--- config.mk ---
export PLATFORM = sky130hd
export DESIGN_NAME = holonomic_wheel_speed_limiter_core
export DESIGN_NICKNAME = d
export VERILOG_FILES = /design/src/sv/hwsl_pkg.sv /design/src/sv/holonomic_wheel_speed_limiter_core.sv
export SDC_FILE = /design/constraint.sdc
export NUM_CORES = 1
export LEC_CHECK = 0
export BUFFER_PORTS_ARGS = -buffer_cell sky130_fd_sc_hd__clkbuf_2
export CORE_UTILIZATION = 45
export DETAILED_ROUTE_END_ITERATION = 8
export PLACE_DENSITY = 0.68
export SYNTH_ARGS = -nofsm -noshare
export SYNTH_HDL_FRONTEND = slang
export SYNTH_SLANG_ARGS = --single-unit
--- constraint.sdc ---
create_clock -name i_clk -period 8.24 [get_ports i_clk]
set_input_delay 0.412 -clock i_clk [delete_from_list [all_inputs] [get_ports i_clk]]
set_output_delay 0.412 -clock i_clk [all_outputs]
set_load 0.005 [all_outputs]
--- src/sv/hwsl_pkg.sv ---
// Shared types and constants for the wheel speed limiter.
package hwsl_pkg;
    typedef enum logic [2:0] {
        ST_IDLE,
        ST_MUL,
        ST_WS,
        ST_MAX,
        ST_LOAD,
        ST_DIV,
        ST_SLEW,
        ST_OUT
    } t_state;

    // what the shared shift-add multiplier is working on
    typedef enum logic [1:0] {
        PH_SPIN,
        PH_NORM,
        PH_RPM
    } t_phase;

    localparam logic [1:0] CFG_ARM  = 2'd0;
    localparam logic [1:0] CFG_MAXV = 2'd1;
    localparam logic [1:0] CFG_RPM  = 2'd2;
    localparam logic [1:0] CFG_STEP = 2'd3;
endpackage

--- src/sv/holonomic_wheel_speed_limiter_core.sv ---
// Omni-wheel inverse kinematics with speed normalization and RPM slew limit.
// Input channel i_valid / o_stall: one chassis transaction (forward, lateral,
// spin). Output channel o_valid / i_stall: four wheel RPMs and speed_scaled.
// Configuration writes (i_cfg_we, i_cfg_addr, i_cfg_data) must be made only
// while the block is idle; the block itself does not enforce this.
// One transaction at a time. Every product is a shift-add, one multiplier bit
// per cycle; each normalization quotient comes from a restoring divider, one
// quotient bit per cycle.
// After acceptance the block forms the spin product, the wheel speeds and
// the largest speed, then per wheel a load, the RPM product and the slew;
// when the speeds are scaled, a load, normalization product and divide per
// wheel come first. A new transaction is taken the cycle after the result
// leaves.
// While i_stall is high the result holds steady and o_stall stays high.
// Synchronous active-low reset restores the default registers and clears the
// stored RPMs.
module holonomic_wheel_speed_limiter_core (
    input  logic               i_clk,
    input  logic               i_rst_n,
    input  logic               i_valid,
    output logic               o_stall,
    input  logic signed [15:0] i_vel_forward,
    input  logic signed [15:0] i_vel_lateral,
    input  logic signed [15:0] i_spin_rate,
    output logic               o_valid,
    input  logic               i_stall,
    output logic signed [15:0] o_rpm_left_front,
    output logic signed [15:0] o_rpm_right_front,
    output logic signed [15:0] o_rpm_left_back,
    output logic signed [15:0] o_rpm_right_back,
    output logic               o_speed_scaled,
    input  logic               i_cfg_we,
    input  logic [1:0]         i_cfg_addr,
    input  logic [15:0]        i_cfg_data
);
    hwsl_pkg::t_state r_state, n_state;
    hwsl_pkg::t_phase r_ph;

    logic [15:0] r_arm;
    logic [14:0] r_maxv;
    logic [15:0] r_rps;
    logic [11:0] r_step;

    logic signed [15:0] r_fwd, r_lat;
    logic signed [35:0] r_acc;   // product, then divider remainder:quotient
    logic signed [35:0] r_mcd;   // multiplicand, shifted left each multiply cycle
    logic [15:0]        r_mq;    // multiplier bits shifted out LSB first
    logic [3:0]         r_cnt;
    logic [1:0]         r_wh;
    logic signed [19:0] r_ws [4];
    logic [19:0]        r_big;
    logic               r_scl;
    logic signed [15:0] r_last [4];

    // wheel speeds from the finished spin term
    logic signed [35:0] w_trn_full;
    logic signed [18:0] w_trn;
    logic signed [19:0] w_ws [4];
    always_comb begin
        w_trn_full = r_acc + 36'sd8192;
        w_trn = 19'(w_trn_full >>> 14);
        w_ws[0] = 20'(r_fwd) - 20'(r_lat) - 20'(w_trn);
        w_ws[1] = -20'(r_fwd) - 20'(r_lat) - 20'(w_trn);
        w_ws[2] = 20'(r_fwd) + 20'(r_lat) - 20'(w_trn);
        w_ws[3] = -20'(r_fwd) + 20'(r_lat) - 20'(w_trn);
    end

    // current wheel and running largest magnitude
    logic signed [19:0] w_cur;
    logic [19:0]        w_cur_mag, w_big_nx;
    logic               w_scl_nx;
    always_comb begin
        w_cur = r_ws[r_wh];
        w_cur_mag = w_cur[19] ? 20'(-w_cur) : 20'(w_cur);
        w_big_nx = (w_cur_mag > r_big) ? w_cur_mag : r_big;
        w_scl_nx = w_big_nx > {5'd0, r_maxv};
    end

    // divider step: remainder in [34:15], dividend bits then quotient below
    logic [20:0] w_rem_sh, w_rem_sub;
    logic [14:0] w_quo;
    always_comb begin
        w_rem_sh  = {r_acc[34:15], r_acc[14]};
        w_rem_sub = w_rem_sh - {1'b0, r_big};
        w_quo     = {r_acc[13:0], ~w_rem_sub[20]};
    end

    // rpm rounding and slew for current wheel
    logic signed [35:0] w_rp;
    logic signed [20:0] w_want;
    logic signed [21:0] w_diff, w_cmd, w_stp;
    logic signed [15:0] w_prev, w_sat;
    always_comb begin
        w_prev = r_last[r_wh];
        w_stp = $signed({10'd0, r_step});
        w_rp = r_acc + 36'sd32768;
        w_want = 21'(w_rp >>> 16);
        w_diff = 22'(w_want) - 22'(w_prev);
        if ((w_want > 21'sd0 && w_prev < 16'sd0) || (w_want < 21'sd0 && w_prev > 16'sd0))
            w_cmd = '0;
        else if (w_diff > w_stp)
            w_cmd = 22'(w_prev) + w_stp;
        else if (w_diff < -w_stp)
            w_cmd = 22'(w_prev) - w_stp;
        else
            w_cmd = 22'(w_want);
        if (w_cmd > 22'sd32767) w_sat = 16'sh7fff;
        else if (w_cmd < -22'sd32768) w_sat = 16'sh8000;
        else w_sat = 16'(w_cmd);
    end

    always_comb begin
        n_state = r_state;
        o_stall = (r_state != hwsl_pkg::ST_IDLE);
        o_valid = (r_state == hwsl_pkg::ST_OUT);
        case (r_state)
            hwsl_pkg::ST_IDLE: if (i_valid) n_state = hwsl_pkg::ST_MUL;
            hwsl_pkg::ST_MUL: if (r_cnt == 4'd15) begin
                case (r_ph)
                    hwsl_pkg::PH_SPIN: n_state = hwsl_pkg::ST_WS;
                    hwsl_pkg::PH_NORM: n_state = hwsl_pkg::ST_DIV;
                    default:           n_state = hwsl_pkg::ST_SLEW;
                endcase
            end
            hwsl_pkg::ST_WS:   n_state = hwsl_pkg::ST_MAX;
            hwsl_pkg::ST_MAX:  if (r_wh == 2'd3) n_state = hwsl_pkg::ST_LOAD;
            hwsl_pkg::ST_LOAD: n_state = hwsl_pkg::ST_MUL;
            hwsl_pkg::ST_DIV:  if (r_cnt == 4'd14) n_state = hwsl_pkg::ST_LOAD;
            hwsl_pkg::ST_SLEW:
                n_state = (r_wh == 2'd3) ? hwsl_pkg::ST_OUT : hwsl_pkg::ST_LOAD;
            hwsl_pkg::ST_OUT: if (!i_stall) n_state = hwsl_pkg::ST_IDLE;
            default: n_state = hwsl_pkg::ST_IDLE;
        endcase
    end

    assign o_rpm_left_front  = r_last[0];
    assign o_rpm_right_front = r_last[1];
    assign o_rpm_left_back   = r_last[2];
    assign o_rpm_right_back  = r_last[3];
    assign o_speed_scaled    = r_scl;

    always_ff @(posedge i_clk) begin
        if (!i_rst_n) begin
            r_state <= hwsl_pkg::ST_IDLE;
        end else begin
            r_state <= n_state;
        end
    end

    always_ff @(posedge i_clk) begin
        if (!i_rst_n) begin
            r_arm  <= 16'd27800;
            r_maxv <= 15'd12288;
            r_rps  <= 16'd38192;
            r_step <= 12'd100;
            for (int k = 0; k < 4; k++) r_last[k] <= '0;
            r_cnt <= '0;
            r_wh <= '0;
            r_ph <= hwsl_pkg::PH_SPIN;
            r_scl <= 1'b0;
        end else begin
            if (i_cfg_we) begin
                case (i_cfg_addr)
                    hwsl_pkg::CFG_ARM:  r_arm  <= i_cfg_data;
                    hwsl_pkg::CFG_MAXV: r_maxv <= i_cfg_data[14:0];
                    hwsl_pkg::CFG_RPM:  r_rps  <= i_cfg_data;
                    hwsl_pkg::CFG_STEP: r_step <= i_cfg_data[11:0];
                    default: ;
                endcase
            end
            case (r_state)
                hwsl_pkg::ST_IDLE: if (i_valid) begin
                    r_fwd <= i_vel_forward;
                    r_lat <= i_vel_lateral;
                    r_mcd <= 36'(i_spin_rate);
                    r_mq  <= r_arm;
                    r_acc <= '0;
                    r_cnt <= '0;
                    r_ph  <= hwsl_pkg::PH_SPIN;
                end
                hwsl_pkg::ST_MUL: begin
                    if (r_mq[0]) r_acc <= r_acc + r_mcd;
                    r_mcd <= r_mcd <<< 1;
                    r_mq  <= r_mq >> 1;
                    r_cnt <= r_cnt + 4'd1;
                end
                hwsl_pkg::ST_WS: begin
                    for (int k = 0; k < 4; k++) r_ws[k] <= w_ws[k];
                    r_big <= '0;
                    r_wh  <= '0;
                end
                hwsl_pkg::ST_MAX: begin
                    r_big <= w_big_nx;
                    r_wh  <= r_wh + 2'd1;
                    if (r_wh == 2'd3) begin
                        r_scl <= w_scl_nx;
                        r_ph  <= w_scl_nx ? hwsl_pkg::PH_NORM : hwsl_pkg::PH_RPM;
                    end
                end
                hwsl_pkg::ST_LOAD: begin
                    r_acc <= '0;
                    r_cnt <= '0;
                    if (r_ph == hwsl_pkg::PH_NORM) begin
                        r_mcd <= 36'(w_cur_mag);
                        r_mq  <= {1'b0, r_maxv};
                    end else begin
                        r_mcd <= 36'(w_cur);
                        r_mq  <= r_rps;
                    end
                end
                hwsl_pkg::ST_DIV: begin
                    if (!w_rem_sub[20])
                        r_acc <= 36'({w_rem_sub[19:0], r_acc[13:0], 1'b1});
                    else
                        r_acc <= 36'({w_rem_sh[19:0], r_acc[13:0], 1'b0});
                    r_cnt <= r_cnt + 4'd1;
                    if (r_cnt == 4'd14) begin
                        r_ws[r_wh] <= w_cur[19] ? -20'(w_quo) : 20'(w_quo);
                        r_wh <= r_wh + 2'd1;
                        if (r_wh == 2'd3) r_ph <= hwsl_pkg::PH_RPM;
                    end
                end
                hwsl_pkg::ST_SLEW: begin
                    r_last[r_wh] <= w_sat;
                    r_wh <= r_wh + 2'd1;
                end
                default: ;
            endcase
        end
    end
endmodule

==> summary.txt <==
clk sinks: 357
cell area after placement: 31100 um2
final setup fails: 0
Antenna Cells: 0
GRT Total Usage: 26.9%
end of the worst register-to-register path: r_last[1][7]$_SDFFCE_PN0P_
synthesized flop and latch total: 357
GP Congestion: 0.958
Reg clk slew, reported paths: 0.06 ns
vias per cell: 5.82
synth cell count leaders: 329 x nand2_1, 314 x inv_1, 284 x edfxtp_1
Setup crit end: r_last[1][7]$_SDFFCE_PN0P_
HP Class: input pin to register
Net Count, Synth: 3575
largest net degree at the start of global routing: 66
Die Y: 258 um
Worst EP arrival: 7.75 ns
leakage power: 0.0136 uW
Fin Setup TNS: 0 ns
internal power component: 4380 uW
top post-synthesis cells by area: edfxtp_1 29%, ha_1 10%, fa_1 5.4%
sequential area share after synthesis: 33.9%
top cell type's share of synthesized area: 28.9%
VDD IR max: 0.156 mV
TritonCTS clock tree: built
ys async rst share: 0%
Max Fclk: 0.134 GHz
pwr dens: 208 nW/um2
Finished Cell Area: 33000 um2
Top FF cell, synth: edfxtp_1
DR DRC count: 0
fillcell total: 6001
clock buffer depth: 3
type of origin of the critical path: register
Final Cycle Share: 90.3%
outcome: completed
synth warn: 0
H-tree depth: 2
Layout Utilization: 51.1%
dpl hpwl: 69.1 mm
Layout area overhead: 11.7%
number of synthesized flops with an enable pin: 284
Clock power frac: 30.8%
normalized max-slew margin: 20.4%
Synth Area per Inst: 9.29 um2
combinational group share of total power: 36.8%
Worst Reg2Reg Path Length in Cells: 26
initial core utilization: 45.7%
Setup WS pre-CTS: 0.871 ns
Least-Margin Pin Slew: 1.19 ns
DRT iter0 DRCs: 2220
Ports: 138
Post-Syn Area: 29500 um2
total number of vias: 24400
Post-CTS Setup Inserts: 0
Hold Fails Final Rpt: 0
first-pass GRT wire length: 139 mm
Clock Tree Root: clkbuf_16
synth unique cells: 90
vias in the first global route: 23700
Die X: 258 um
num rows: 93
initial antenna violation count: 0
Cells after Synth: 3178
nets: 3700
total CTS buffers: 44
RSZ-0062 raised after global routing: false
Overall Power: 6870 uW
Clock Latency Late Sink: 0.62 ns
reg2reg setup slack: 0.80 ns
max-slew violation count: 0
final wirelength: 90.4 mm
critical path required time: 8.55 ns
type of destination of the critical path: register
Max Cap Violations: 0
Final ANT Viol Nets: 0
Crit Path Class: register to register
area of the core: 64600 um2
layout cells sized above 1: 10.9%
Clock Skew: 0.0604 ns
sequential power share: 32.4%
minimum clock period: 7.44 ns
Pre-antenna DRT Iters: 7
worst setup margin: 0.799 ns
cell taking the most area after synthesis: edfxtp_1
Port Buf Inserts: 137
die area: 66600 um2
top-count cell post-synth: nand2_1
Switching Fraction: 36.2%
critical path peak fanout: 56
NetSw: 2480 uW
routed len/inst: 21.6 um
grt ovf: 0
power by group through the flow:
stage | Combinational [uW] | Sequential [uW] | Clock [uW]
after detailed placement | 2470 | 2260 | 0
after global routing | 2800 | 2230 | 2210
after CTS | 2500 | 2220 | 2140
final | 2530 | 2230 | 2110
after global placement | 2450 | 2260 | 0
after floorplan | 1860 | 2210 | 0
final cells by class:
class                      instances  area, um2  area share (%)
clock buffer                      55       1190            3.62
clock inverter                    25        370            1.12
inverter                         318       1190            3.62
multi-input combinational       2371      17800            54.1
sequential                       357       9990            30.3
tap                              855       1070            3.24
timing repair buffer             211       1320            4.01
repair_timing:
item | 4_1_cts | 5_1_grt
endpoints found under the hold margin | 32 | 0
hold buffers | 32 | 0
resized for setup | 0 | 0
metal layers:
metal	GRT usage, %	up-vias	share of wire, %
li1	-	11600	-
met1	35.3	11700	42
met2	44.8	865	47
met3	3.60	189	6.2
met4	10.8	0	4.2
met5	0	-	0
worst max-delay path: stages (launching register included):
cell and delay [ns]:
dfxtp_2 0.62, buf_4 0.41, mux4_2 0.61, ha_1 0.24, fa_1 0.42, inv_1 0.08
maj3_2 0.19, o2111ai_1 0.19, nand2_1 0.16, xnor2_1 0.20, ha_1 0.31, a21o_1 0.18
a21o_1 0.17, a21oi_1 0.14, o21a_1 0.13, o21ai_0 0.09, a21o_1 0.19, a211o_1 0.25
a2111oi_0 0.37, a31o_2 0.26, buf_4 0.28, o211ai_1 0.15, o22ai_1 0.32, nand2_2 0.23
a22oi_2 0.22, buf_4 0.50, o31ai_1 0.18
registers in the layout, summed over array words and instances, names as in the netlist, 20 cells and up, named ones only:
signal and cells:
r_ws 80, r_acc 36, r_mcd 36, r_last 64, r_big 20
worst min path at each step:
stage / depth (start not counted) / slack [ns] / from / endpoint
floorplan: 2 / 0.44 / r_rps[12]$_SDFFE_PN1P_ / r_rps[12]$_SDFFE_PN1P_
global placement: 2 / 0.45 / r_rps[3]$_SDFFE_PN0P_ / r_rps[3]$_SDFFE_PN0P_
detailed placement: 2 / 0.45 / r_rps[10]$_SDFFE_PN1P_ / r_rps[10]$_SDFFE_PN1P_
CTS: 3 / 0.02 / i_cfg_data[15] / r_rps[15]$_SDFFE_PN1P_
global route: 3 / 0.05 / i_cfg_data[15] / r_rps[15]$_SDFFE_PN1P_
finish: 3 / 0.04 / i_cfg_data[15] / r_rps[15]$_SDFFE_PN1P_
kinds of logic after synthesis:
| logic type | share of synthesized area, % |
|---|---|
| compound gates | 18.8 |
| simple gates | 14.4 |
| mux | 3.97 |
| flops | 33.9 |
| buf+inv | 5.97 |
| xor+xnor | 7.06 |
| fa+ha+maj | 15.9 |
placed cells by master (no fill, tap or decap), types with 18 or more instances in the layout:
| cell type | n |
|---|---|
| edfxtp_1 | 284 |
| nor2_1 | 223 |
| nand2b_1 | 27 |
| nand2_1 | 329 |
| inv_1 | 314 |
| nor3_1 | 51 |
| a21oi_1 | 213 |
| nand3_1 | 71 |
| a31oi_1 | 18 |
| dlygate4sd3_1 | 32 |
| fa_1 | 80 |
| clkbuf_2 | 137 |
| o21a_1 | 24 |
| nor2b_1 | 45 |
| o21bai_1 | 30 |
| a221o_1 | 31 |
| a21o_1 | 70 |
| ha_1 | 246 |
| o31ai_1 | 73 |
| dfxtp_1 | 70 |
| xnor2_1 | 159 |
| or3_1 | 25 |
| o21ai_0 | 145 |
| xor2_1 | 66 |
| mux4_2 | 37 |
| clkbuf_16 | 45 |
| a22oi_1 | 20 |
| a21boi_0 | 72 |
| mux2i_1 | 26 |
| buf_4 | 42 |
| and3_1 | 28 |
| nand4_1 | 28 |
per-stage QoR:
| step | instances | hold WS [ns] |
|---|---|---|
| global route | 4192 | 0.0501 |
| detailed placement | 4080 | 0.454 |
| finish | 4192 | 0.0424 |
| floorplan | 3178 | 0.440 |
| CTS | 4192 | 0.0185 |
| global placement | 4080 | 0.452 |
Note: power is estimated with default switching activity, not from simulation.
